$ cat src/hw/rtl/rgbncc_pkg.sv
package rgbncc_pkg;

   localparam int MAX_COLORS_DEF = 16;
   localparam int RATIO_BITS_DEF = 12;

   localparam int ACT_W      = 5;
   localparam int ACT_RESET  = 16;
   localparam int ENTRY_W    = 27;
   localparam int SUM_W      = 9;
   localparam int COUNT_W    = 16;
   localparam int CHAN_W     = 8;
   localparam int DIST_W     = 20;
   localparam int CONF_W     = 10;
   localparam int INDEX_W    = 4;

   localparam int REQ_DATA_W = 120;
   localparam int RSP_DATA_W = 88;

   localparam logic CMD_LOAD     = 1'b0;
   localparam logic CMD_CLASSIFY = 1'b1;

endpackage

$ cat src/hw/rtl/rgbncc_ram.sv
module rgbncc_ram #(
   parameter int WIDTH = 27,
   parameter int DEPTH = 16,
   parameter int AW    = (DEPTH > 1) ? $clog2(DEPTH) : 1
) (
   input  logic             clock,
   input  logic             wr_en,
   input  logic [AW-1:0]    wr_addr,
   input  logic [WIDTH-1:0] wr_data,
   input  logic             rd_en,
   input  logic [AW-1:0]    rd_addr,
   output logic [WIDTH-1:0] rd_data
);

   logic [WIDTH-1:0] mem [DEPTH];
   logic [WIDTH-1:0] rd_data_ff;

   always_ff @(posedge clock) begin
      if (wr_en) begin
         mem[wr_addr] <= wr_data;
      end
      if (rd_en) begin
         rd_data_ff <= mem[rd_addr];
      end
   end

   assign rd_data = rd_data_ff;

endmodule

$ cat src/hw/rtl/rgb_nearest_color_classifier.sv
// rgb nearest color classifier
// input channel req_*: one item per handshake. req_tuser is the command:
// load writes one color table entry (sum of low and high bounds per channel),
// classify takes raw clear/red/green/blue counts and yields one result item.
// result channel rsp_*: match index, gamma channels, packed color, four times
// the squared distance and a confidence in tenths of a percent.
// csr_wr_en/csr_wr_data write active_colors, the number of entries searched.
// a load item gives no result. a classify item runs, in this order, the
// bit-serial ratio divider, the gamma search, the table walk, a multiply,
// the bit-serial square root, the confidence steps and the output step;
// the walk reads the entries one at a time through the single read port
// of the table memory.
// req_tready is high only while the block is idle; the result sits in an
// output register, so a new item is accepted while an earlier result waits.
// if the receiver stalls, a finished result holds the block until taken.
// reset (synchronous) marks every table entry invalid (reads as zero), sets
// active_colors to 16 and drops any pending result.
module rgb_nearest_color_classifier #(
   parameter int MAX_COLORS = rgbncc_pkg::MAX_COLORS_DEF,
   parameter int RATIO_BITS = rgbncc_pkg::RATIO_BITS_DEF
) (
   input  logic                              clock,
   input  logic                              reset,
   // entry_index, red_low, red_high, green_low, green_high, blue_low,
   // blue_high, clear_count, red_count, green_count, blue_count
   input  logic [rgbncc_pkg::REQ_DATA_W-1:0] req_tdata,
   // cmd
   input  logic                              req_tuser,
   input  logic                              req_tvalid,
   output logic                              req_tready,
   // match_index, gamma_red, gamma_green, gamma_blue, packed_color,
   // distance_squared_x4, confidence_tenths
   output logic [rgbncc_pkg::RSP_DATA_W-1:0] rsp_tdata,
   output logic                              rsp_tvalid,
   input  logic                              rsp_tready,
   input  logic                              csr_wr_en,
   input  logic [rgbncc_pkg::ACT_W-1:0]      csr_wr_data
);

   import rgbncc_pkg::*;

   localparam int AW = (MAX_COLORS > 1) ? $clog2(MAX_COLORS) : 1;
   localparam int CW = $clog2(MAX_COLORS + 1);
   localparam int QW = RATIO_BITS + 1;

   // state codes
   localparam logic [2:0] ST_IDLE = 3'd0;
   localparam logic [2:0] ST_DIV  = 3'd1;
   localparam logic [2:0] ST_GAM  = 3'd2;
   localparam logic [2:0] ST_WALK = 3'd3;
   localparam logic [2:0] ST_MUL  = 3'd4;
   localparam logic [2:0] ST_SQRT = 3'd5;
   localparam logic [2:0] ST_KDIV = 3'd6;
   localparam logic [2:0] ST_DONE = 3'd7;

   localparam logic [26:0]  CONF_SCALE = 27'd100000000;
   localparam logic [23:0]  CONF_ROUND = 24'd8833;
   localparam logic [10:0]  CONF_FULL  = 11'd1000;
   // floor(x / 8834) as (x * ceil(2^38 / 8834)) >> 38, exact for x < 2^24
   localparam logic [24:0]  CONF_RECIP = 25'd31115906;
   localparam int           CONF_SHIFT = 38;

   // gamma thresholds: entry v is the least ratio whose gamma value reaches v
   typedef logic [RATIO_BITS:0] thr_type [256];

   function automatic logic gamma_reaches(int q, int v);
      logic [223:0] lhs;
      logic [223:0] rhs;
      lhs = 224'd1;
      rhs = 224'd1;
      for (int i = 0; i < 5; i++) begin
         lhs = lhs * 224'd255;
         rhs = rhs * 224'(v);
      end
      for (int i = 0; i < 11; i++) begin
         lhs = lhs * 224'(q);
      end
      rhs = rhs << (11 * RATIO_BITS);
      return lhs >= rhs;
   endfunction

   function automatic thr_type build_thr();
      thr_type t;
      real     x;
      int      c;
      t[0] = '0;
      for (int v = 1; v < 256; v++) begin
         x = (2.0 ** RATIO_BITS) * $exp($ln(v / 255.0) * 5.0 / 11.0);
         c = int'($ceil(x));
         if (c > (1 << RATIO_BITS)) c = 1 << RATIO_BITS;
         if (c < 1) c = 1;
         if (!gamma_reaches(c, v)) c = c + 1;
         if (c > 1 && gamma_reaches(c - 1, v)) c = c - 1;
         t[v] = c[RATIO_BITS:0];
      end
      return t;
   endfunction

   localparam thr_type GAMMA_THR = build_thr();

   // request fields
   logic [INDEX_W-1:0] entry_index;
   logic [CHAN_W-1:0]  red_low, red_high, green_low, green_high, blue_low, blue_high;
   logic [COUNT_W-1:0] clear_count;
   logic [COUNT_W-1:0] ch_count [3];

   assign entry_index = req_tdata[3:0];
   assign red_low     = req_tdata[11:4];
   assign red_high    = req_tdata[19:12];
   assign green_low   = req_tdata[27:20];
   assign green_high  = req_tdata[35:28];
   assign blue_low    = req_tdata[43:36];
   assign blue_high   = req_tdata[51:44];
   assign clear_count = req_tdata[67:52];
   assign ch_count[0] = req_tdata[83:68];
   assign ch_count[1] = req_tdata[99:84];
   assign ch_count[2] = req_tdata[115:100];

   // registers
   logic [2:0]         state_ff, state_in;
   logic [ACT_W-1:0]   act_ff;
   logic [4:0]         cnt_ff, cnt_in;
   logic               zero_ff, zero_in;
   logic [COUNT_W-1:0] max_ff, max_in;
   logic [COUNT_W:0]   drem_ff [3];
   logic [COUNT_W:0]   drem_in [3];
   logic [QW-1:0]      q_ff [3];
   logic [QW-1:0]      q_in [3];
   logic [CHAN_W-1:0]  lo_ff [3];
   logic [CHAN_W-1:0]  lo_in [3];
   logic [CHAN_W-1:0]  hi_ff [3];
   logic [CHAN_W-1:0]  hi_in [3];
   logic [CHAN_W-1:0]  g_ff [3];
   logic [CHAN_W-1:0]  g_in [3];
   logic [CW-1:0]      n_ff, n_in;
   logic [CW-1:0]      iss_ff, iss_in;
   logic               pend_ff, pend_in;
   logic [AW-1:0]      pidx_ff, pidx_in;
   logic               rdv_ff, rdv_in;
   logic [AW-1:0]      best_ff, best_in;
   logic [DIST_W-1:0]  bestd_ff, bestd_in;
   logic [47:0]        sqn_ff, sqn_in;
   logic [25:0]        sqrem_ff, sqrem_in;
   logic [23:0]        root_ff, root_in;
   logic [23:0]        knum_ff, knum_in;
   logic [10:0]        kq_ff, kq_in;
   logic               valid_ff [MAX_COLORS];
   logic               rsp_valid_ff, rsp_valid_in;
   logic [RSP_DATA_W-1:0] rsp_data_ff, rsp_data_in;

   logic req_fire;
   assign req_fire   = req_tvalid && req_tready;
   assign req_tready = (state_ff == ST_IDLE);

   // table memory
   logic              ram_we;
   logic [AW-1:0]     ram_waddr;
   logic [ENTRY_W-1:0] ram_wdata;
   logic              ram_re;
   logic [AW-1:0]     ram_raddr;
   logic [ENTRY_W-1:0] ram_rdata;

   rgbncc_ram #(
      .WIDTH(ENTRY_W),
      .DEPTH(MAX_COLORS),
      .AW   (AW)
   ) u_table (
      .clock  (clock),
      .wr_en  (ram_we),
      .wr_addr(ram_waddr),
      .wr_data(ram_wdata),
      .rd_en  (ram_re),
      .rd_addr(ram_raddr),
      .rd_data(ram_rdata)
   );

   logic load_ok;
   assign load_ok   = req_fire && (req_tuser == CMD_LOAD) && (32'(entry_index) < MAX_COLORS);
   assign ram_we    = load_ok;
   assign ram_waddr = AW'(entry_index);
   assign ram_wdata = {SUM_W'(red_low) + SUM_W'(red_high),
                       SUM_W'(green_low) + SUM_W'(green_high),
                       SUM_W'(blue_low) + SUM_W'(blue_high)};
   assign ram_raddr = iss_ff[AW-1:0];
   assign ram_re    = (state_ff == ST_WALK) && (iss_ff < n_ff);

   // distance of the entry read last cycle
   logic [ENTRY_W-1:0] entry;
   logic signed [9:0]  dd [3];
   logic [DIST_W-1:0]  cand_dist;
   assign entry = rdv_ff ? ram_rdata : '0;
   always_comb begin
      for (int c = 0; c < 3; c++) begin
         dd[c] = signed'({1'b0, g_ff[c], 1'b0}) -
                 signed'({1'b0, entry[ENTRY_W-1-c*SUM_W -: SUM_W]});
      end
      cand_dist = DIST_W'(20'(dd[0] * dd[0]) + 20'(dd[1] * dd[1]) + 20'(dd[2] * dd[2]));
   end

   // divide and root steps
   logic [COUNT_W:0] dsub [3];
   logic             dge [3];
   logic [8:0]       mid_sum [3];
   logic [CHAN_W-1:0] mid [3];
   logic [27:0]      sq_rn;
   logic [27:0]      sq_trial;
   logic [48:0]      kprod;
   logic [23:0]      knum_full;
   logic [23:0]      root_ceil;
   logic [ACT_W:0]   act_eff;
   logic [9:0]       conf;

   always_comb begin
      for (int c = 0; c < 3; c++) begin
         dge[c]     = drem_ff[c] >= (COUNT_W + 1)'(max_ff);
         dsub[c]    = dge[c] ? drem_ff[c] - (COUNT_W + 1)'(max_ff) : drem_ff[c];
         mid_sum[c] = 9'(lo_ff[c]) + 9'(hi_ff[c]) + 9'd1;
         mid[c]     = mid_sum[c][8:1];
      end
      sq_rn    = {sqrem_ff, sqn_ff[47:46]};
      sq_trial = {2'b00, root_ff, 2'b01};
      kprod    = 49'(knum_ff) * 49'(CONF_RECIP);
      root_ceil = root_ff + 24'(sqrem_ff != '0);
      knum_full = root_ceil + CONF_ROUND;
      act_eff = {1'b0, act_ff};
      if (act_ff == '0) act_eff = 6'd1;
      conf = (kq_ff >= CONF_FULL) ? '0 : 10'(CONF_FULL - kq_ff);
   end

   always_comb begin
      state_in = state_ff;
      cnt_in   = cnt_ff;
      zero_in  = zero_ff;
      max_in   = max_ff;
      n_in     = n_ff;
      iss_in   = iss_ff;
      pend_in  = 1'b0;
      pidx_in  = pidx_ff;
      rdv_in   = rdv_ff;
      best_in  = best_ff;
      bestd_in = bestd_ff;
      sqn_in   = sqn_ff;
      sqrem_in = sqrem_ff;
      root_in  = root_ff;
      knum_in  = knum_ff;
      kq_in    = kq_ff;
      rsp_valid_in = rsp_valid_ff && !rsp_tready;
      rsp_data_in  = rsp_data_ff;
      for (int c = 0; c < 3; c++) begin
         drem_in[c] = drem_ff[c];
         q_in[c]    = q_ff[c];
         lo_in[c]   = lo_ff[c];
         hi_in[c]   = hi_ff[c];
         g_in[c]    = g_ff[c];
      end

      case (state_ff)
         ST_IDLE: begin
            if (req_fire && req_tuser == CMD_CLASSIFY) begin
               max_in = ch_count[0];
               if (ch_count[1] > max_in) max_in = ch_count[1];
               if (ch_count[2] > max_in) max_in = ch_count[2];
               zero_in = (clear_count == '0) || (max_in == '0);
               for (int c = 0; c < 3; c++) begin
                  drem_in[c] = (COUNT_W + 1)'(ch_count[c]);
                  q_in[c]    = '0;
               end
               if (32'(act_eff) > MAX_COLORS) n_in = CW'(MAX_COLORS);
               else n_in = CW'(act_eff);
               cnt_in   = '0;
               state_in = ST_DIV;
            end
         end
         ST_DIV: begin
            for (int c = 0; c < 3; c++) begin
               q_in[c]    = {q_ff[c][QW-2:0], dge[c]};
               drem_in[c] = {dsub[c][COUNT_W-1:0], 1'b0};
            end
            if (32'(cnt_ff) == QW - 1) begin
               cnt_in   = '0;
               state_in = ST_GAM;
               for (int c = 0; c < 3; c++) begin
                  lo_in[c] = '0;
                  hi_in[c] = '1;
               end
            end else begin
               cnt_in = cnt_ff + 5'd1;
            end
         end
         ST_GAM: begin
            for (int c = 0; c < 3; c++) begin
               if (GAMMA_THR[mid[c]] <= q_ff[c]) lo_in[c] = mid[c];
               else hi_in[c] = mid[c] - 8'd1;
            end
            if (cnt_ff == 5'd7) begin
               for (int c = 0; c < 3; c++) begin
                  if (zero_ff) g_in[c] = '0;
                  else if (GAMMA_THR[mid[c]] <= q_ff[c]) g_in[c] = mid[c];
                  else g_in[c] = lo_ff[c];
               end
               iss_in   = '0;
               state_in = ST_WALK;
            end else begin
               cnt_in = cnt_ff + 5'd1;
            end
         end
         ST_WALK: begin
            if (ram_re) begin
               iss_in  = iss_ff + CW'(1);
               pend_in = 1'b1;
               pidx_in = iss_ff[AW-1:0];
               rdv_in  = valid_ff[iss_ff[AW-1:0]];
            end
            if (pend_ff && (pidx_ff == '0 || cand_dist < bestd_ff)) begin
               best_in  = pidx_ff;
               bestd_in = cand_dist;
            end
            if (!ram_re && !pend_ff) begin
               state_in = ST_MUL;
            end
         end
         ST_MUL: begin
            sqn_in   = {1'b0, 47'(bestd_ff * CONF_SCALE)};
            sqrem_in = '0;
            root_in  = '0;
            cnt_in   = '0;
            state_in = ST_SQRT;
         end
         ST_SQRT: begin
            sqn_in = {sqn_ff[45:0], 2'b00};
            if (sq_rn >= sq_trial) begin
               sqrem_in = 26'(sq_rn - sq_trial);
               root_in  = {root_ff[22:0], 1'b1};
            end else begin
               sqrem_in = sq_rn[25:0];
               root_in  = {root_ff[22:0], 1'b0};
            end
            if (cnt_ff == 5'd23) begin
               cnt_in   = '0;
               state_in = ST_KDIV;
            end else begin
               cnt_in = cnt_ff + 5'd1;
            end
            // confidence stage starts once the root is complete
         end
         ST_KDIV: begin
            // registers the rounded root first, then multiplies it by the reciprocal
            if (cnt_ff == 5'd0) begin
               knum_in = knum_full;
               cnt_in  = 5'd1;
            end else begin
               kq_in    = kprod[48:CONF_SHIFT];
               state_in = ST_DONE;
            end
         end
         ST_DONE: begin
            if (!rsp_valid_ff || rsp_tready) begin
               rsp_valid_in = 1'b1;
               rsp_data_in  = {6'd0, conf, bestd_ff, g_ff[0], g_ff[1], g_ff[2],
                               g_ff[2], g_ff[1], g_ff[0], INDEX_W'(best_ff)};
               state_in = ST_IDLE;
            end
         end
         default: begin
            state_in = ST_IDLE;
         end
      endcase
   end

   always_ff @(posedge clock) begin
      if (reset) begin
         state_ff     <= ST_IDLE;
         act_ff       <= ACT_W'(ACT_RESET);
         rsp_valid_ff <= 1'b0;
         pend_ff      <= 1'b0;
         for (int i = 0; i < MAX_COLORS; i++) valid_ff[i] <= 1'b0;
      end else begin
         state_ff     <= state_in;
         rsp_valid_ff <= rsp_valid_in;
         pend_ff      <= pend_in;
         if (csr_wr_en) act_ff <= csr_wr_data;
         if (load_ok) valid_ff[ram_waddr] <= 1'b1;
      end
   end

   always_ff @(posedge clock) begin
      cnt_ff   <= cnt_in;
      zero_ff  <= zero_in;
      max_ff   <= max_in;
      n_ff     <= n_in;
      iss_ff   <= iss_in;
      pidx_ff  <= pidx_in;
      rdv_ff   <= rdv_in;
      best_ff  <= best_in;
      bestd_ff <= bestd_in;
      sqn_ff   <= sqn_in;
      sqrem_ff <= sqrem_in;
      root_ff  <= root_in;
      knum_ff  <= knum_in;
      kq_ff    <= kq_in;
      rsp_data_ff <= rsp_data_in;
      for (int c = 0; c < 3; c++) begin
         drem_ff[c] <= drem_in[c];
         q_ff[c]    <= q_in[c];
         lo_ff[c]   <= lo_in[c];
         hi_ff[c]   <= hi_in[c];
         g_ff[c]    <= g_in[c];
      end
   end

   assign rsp_tvalid = rsp_valid_ff;
   assign rsp_tdata  = rsp_data_ff;

`ifndef SYNTH
   // a load item never produces a result
   a_load_no_rsp: assert property (@(posedge clock) disable iff (reset)
      (req_fire && req_tuser == CMD_LOAD && !rsp_valid_ff) |=> !rsp_valid_ff)
      else $error("result after load item");

   // table walk never reads past the active entries
   a_walk_bound: assert property (@(posedge clock) disable iff (reset)
      (state_ff == ST_WALK) |-> (iss_ff <= n_ff))
      else $error("table walk overran active count");

   // red field of the packed color agrees with the red channel of a new result
   a_packed: assert property (@(posedge clock) disable iff (reset)
      $rose(rsp_valid_ff) |-> (rsp_data_ff[51:28] == rsp_data_ff[27:4]
                               ? 1'b1 : rsp_data_ff[51:44] == rsp_data_ff[11:4]))
      else $error("packed color mismatch");

   // active count seen by the walk is within range
   a_n_range: assert property (@(posedge clock) disable iff (reset)
      (state_ff == ST_WALK) |-> (n_ff != '0 && 32'(n_ff) <= MAX_COLORS))
      else $error("active count out of range");
`endif

endmodule

$ cat config.mk
export PLATFORM = sky130hd
export DESIGN_NAME = rgb_nearest_color_classifier
export DESIGN_NICKNAME = d
export VERILOG_FILES = /design/src/hw/rtl/rgbncc_pkg.sv /design/src/hw/rtl/rgbncc_ram.sv /design/src/hw/rtl/rgb_nearest_color_classifier.sv
export SDC_FILE = /design/constraint.sdc
export NUM_CORES = 2
export LEC_CHECK = 0
export ABC_AREA = 1
export BUFFER_PORTS_ARGS = -buffer_cell sky130_fd_sc_hd__buf_2
export CAP_MARGIN = 20
export CORE_MARGIN = 5
export CORE_UTILIZATION = 45
export CTS_BUF_LIST = sky130_fd_sc_hd__clkbuf_8
export DETAILED_ROUTE_END_ITERATION = 6
export GPL_TIMING_DRIVEN = 0
export PLACE_DENSITY = 0.69
export RECOVER_POWER = 50
export SLEW_MARGIN = 20
export SYNTH_ARGS = -nofsm -noshare
export SYNTH_HDL_FRONTEND = slang
export SYNTH_SLANG_ARGS = --single-unit
$ cat constraint.sdc
create_clock -name clock -period 16.6 [get_ports clock]
set_clock_uncertainty 0.15 [all_clocks]
set_input_delay 2.49 -clock clock [delete_from_list [all_inputs] [get_ports clock]]
set_output_delay 2.49 -clock clock [all_outputs]
set_load 0.02 [all_outputs]
==> flow_results.org <==
** Worst setup path
- The worst setup path is launched from a flip-flop.
- In this run the critical register-to-register path is launched from rdv_ff.
- Maximum single-stage delay on the critical path :: ~770 ps
- Data on the critical path is required at its endpoint by roughly 17000 ps.
- Max FO, Critical Path :: 20
- Worst reg-to-reg path cell count :: just over 40
- Crit Path Category :: reg2reg
- For the worst setup path, the data arrival time is between 10000 and 15000 ps.
- By instance count, the cell type seen most on the critical path is fa_1.
- On the critical path, the stage with the largest delay is an instance of clkbuf_1.
- Tracing the worst setup path back leads to its startpoint at rdv_ff.
- Sort of element at the end of the critical path :: flip-flop

** Place
- In this run the tool buffered the top-level ports with roughly 210 buffer cells.
- Summing all placed instances gives a cell area of ~85000 um2.
- Half-perimeter wire length of the detailed placement result :: about 200000 um
- Cell Count Post-Placement :: between 10000 and 15000
- Routability-driven placement finished with a final weighted congestion of roughly 0.99.

** Drt
- The final route contains between 60000 and 70000 vias.
- DRT antenna net count :: 0
- Number of DRC violations after detailed routing :: 0
- In this run, the number of DRC markers left after iteration 0 of detailed routing was slightly below 7000.
- Average routed wire per standard cell :: between 20 and 25 um
- Detail-routed via count per cell :: 5.54
- Routed WL :: 247000 um
- The first detailed-routing pass ran for 7 iterations.

** Clocking
- In this run the post-CTS setup repair buffer count came out at 0.
- After clock tree synthesis, the flow added hold-fix buffers numbering 0.
- TritonCTS built the clock tree.
- The H-tree generated during clock tree synthesis spans 4 levels.
- In this run, CTS created clock tree buffers numbering 154.
- After clock tree synthesis, the clock-pin slew on the worst setup and hold paths is 60 ps.
- Clock root buffer :: clkbuf_8
- Clock latency on the worst-skew pair, taken at its later pin, is around 900 ps.
- Largest buffer count on any clock path :: 3
- Cells resized by post-CTS repair :: 0
- Number of clock sinks seen by CTS :: slightly below 900

** Yosys
- Counting every instance in the synthesized netlist gives ~9000.
- Yosys mapped a number of flops with a built-in enable equal to a little under 900.
- After synthesis, the largest family of logic cells by area is adder cells.
- Of the total synthesized cell area, the portion taken by full adders, half adders and majority gates is between 20% and 30%.
- Yosys attributes the largest share of cell area to edfxtp_1, fa_1, ha_1.
- Part of the Yosys area used for sequential elements :: between 30% and 40%
- Post-synthesis share of cell area spent on and, or, nand and nor gates :: 16.6%
- The cell area that synthesis handed to floorplanning was approximately 80000 um2.
- Async set or reset register ratio after synthesis :: 0%
- The synthesized design contains around 900 register bits.
- Synthesized area per cell :: roughly 9.0 um2
- Of the post-synthesis cell area, the dominant cell type holds 32.4%.
- The portion of synthesized area spent on multiplexers is less than 1%.
- The synthesized design spends more area on one cell type than any other, namely edfxtp_1.
- Synthesis instantiated between 60 and 70 different standard cells from the library.
- For this run, the leading register cell type out of synthesis is edfxtp_1.
- Summing the areas of all xor and xnor instances in the mapped netlist gives around 2.2% of the synthesized area.
- The synthesized netlist devotes between 8 and 9% of its cell area to compound gates.
- Number of warnings issued by yosys :: 0

** STA
- In the finished design, the share of the clock period the worst path needs comes to 77.0%.
- Subtracting the final worst setup slack from the clock period gives 12780 ps.
- Final setup TNS :: 0 ps
- For the pin with the worst max-slew slack, the measured transition is 2090 ps.
- Measured against its own limit, the worst slew margin works out to -39.8%.
- The total count of max-transition violations in the final report came to 118.
- Setup violations remaining at the end of the flow were counted as 0.
- Unrepaired setup endpoints after global routing :: false
- Timing-limited maximum frequency :: between 0.07 and 0.08 GHz
- Total count of hold-check failures in the final report :: 0

** Cells and area
- Leading cell type in the layout, fill and taps excluded :: inv_1
- Filler Cells Inserted :: ~17000
- Of the cells placed in the final design, the portion with a size suffix greater than 1 is under 10%.
- After the flow finishes, the layout carries non-filler instances totaling between 10000 and 15000.
- The area growth from synthesis to layout is 9.54%.
- Cells fill 49.4% of the core in the end.
- Leaving out fill and tap cells, the most frequent cells in the layout are inv_1, nand2_1, nor2_1.
- Cell area after layout :: roughly 88000 um2
- In the final design database the tool counted 11000 nets.

** Die
- Starting density of the core :: a little under half
- Core Region :: ~180000 um2
- In this run the horizontal extent of the chip is about 430 um.
- Floorplan die area :: 187000 um2
- Count of boundary I/O pins :: 221
- The floorplan step set the die height to roughly 430 um.
- Site Rows :: 155

** Global route
- In this run the most used layer during global routing was met2.
- Global routing met1 resource utilization :: between 30% and 40%
- In the global route stage, overall resource usage came out at a little over a quarter.
- Number of antenna violations at the first check in global routing :: 6
- Global routing consumed, on the met2 layer, 43.5% of the routing resources.
- The first global-routing pass estimated 381000 um of wire.
- GR met3 Demand/Resource :: between 3 and 4%
- Total congestion overflow :: 0
- The number of global-route vias before repair came to between 60000 and 70000.
- Entering global routing, the biggest net connects 30 pins.

** Power
- Cell leakage power :: about 41 nW
- Pwr dens :: roughly 220 nW/um2
- Across the VDD grid, the largest voltage drop is 1.11 mV.
- Power comes to ~20 mW.

** Worst hold path
- Startpoint of the most critical hold path :: pidx_ff[2]
- The worst hold path belongs to the class reg2reg.
- Hold Path Stages :: 0

** Run
- Across the run, the number of max-cap violations was 7.

** Status
- The run finished, with violations left.
- Failing checks :: capacitance limit, slew limit
[metal layers]
metal,wire (um),part of all wire [%]
met1,99600,40
met2,116000,47
met3,19500,7.9
met4,12200,4.9
met5,0,0
[Yosys cell counts (11+ instances only)]
cell	number
o22ai_1	16
nand3b_1	28
nor2_1	894
a21o_1	19
a21oi_1	383
fa_1	684
inv_1	1609
nor4_1	27
buf_1	20
o211ai_1	52
inv_2	18
clkinv_1	11
mux2i_1	51
or2_2	24
xnor2_1	61
edfxtp_1	865
a31oi_1	38
buf_2	68
o21bai_1	30
dfxtp_1	26
o32ai_1	62
o21ai_1	20
xor2_1	126
o221ai_1	54
nand2_1	1567
o21ai_0	466
ha_1	789
buf_4	47
nand4_1	75
nand3_1	522
nor3_1	55
clkbuf_1	145
[worst paths after layout]
path                 end  slack, ps
max          bestd_ff[2]       3820
min reg2reg   best_ff[2]        310
min           best_ff[2]        310
max reg2reg  bestd_ff[2]       3820
[logic make-up after synthesis]
kind of cell	after synthesis
buffers and inverters	1920
AOI/OAI and AO/OA	1205
other	1
adders and majority gates	1473
xor gates and xnor gates	194
DFF	891
muxes	51
and+or+nand+nor	3223
[power breakdown]
part	switching [mW]	leakage [nW]	internal, mW	total [mW]
Clock	0.973	1.72	1.00	1.97
Sequential	0.0762	8.01	3.14	3.22
Combinational	9.30	31.2	5.06	14.4
[worst max-delay path: cells and delay by family (launching register included)]
family / cells / cell delay, ps
adder cells (fa/ha/maj): 11 / 5140
AO/OA/AOI/OAI: 8 / 2070
buffers and inverters: 11 / 2590
flip-flops: 1 / 380
XOR/XNOR: 1 / 290
AND/OR/NAND/NOR: 10 / 1780
[registers in the layout (all words and copies together), names as in the netlist, 24 cells and up]
name             cells
q_ff                39
g_ff                24
rsp_tdata           58
lo_ff               24
drem_ff             51
sqn_ff              40
root_ff             24
u_table.mem        432
knum_ff             24
sqrem_ff            26
u_table.rd_data     27
hi_ff               24
[stage by stage]
step / hold WS (ps) / worst slack (ps)
5_1_grt: 305 / 3180
2_1_floorplan: 250 / 5660
3_3_place_gp: 279 / 2530
6_report: 313 / 3820
3_5_place_dp: 278 / 4160
4_1_cts: 297 / 4110
[final cells by class]
class	instances	area, um2	share of cell area [%]
multi-input cells	6152	46400	52.8
clock inverters	118	838	0.954
well taps	2355	2950	3.35
repair buffers	250	1550	1.76
flip-flops and latches	891	26500	30.2
inverters	1638	6150	7.00
clock buffers	157	2160	2.46
diodes	6	15.0	0.0171
plain buffers	282	1310	1.49
Power figures use the tool's default switching activity.
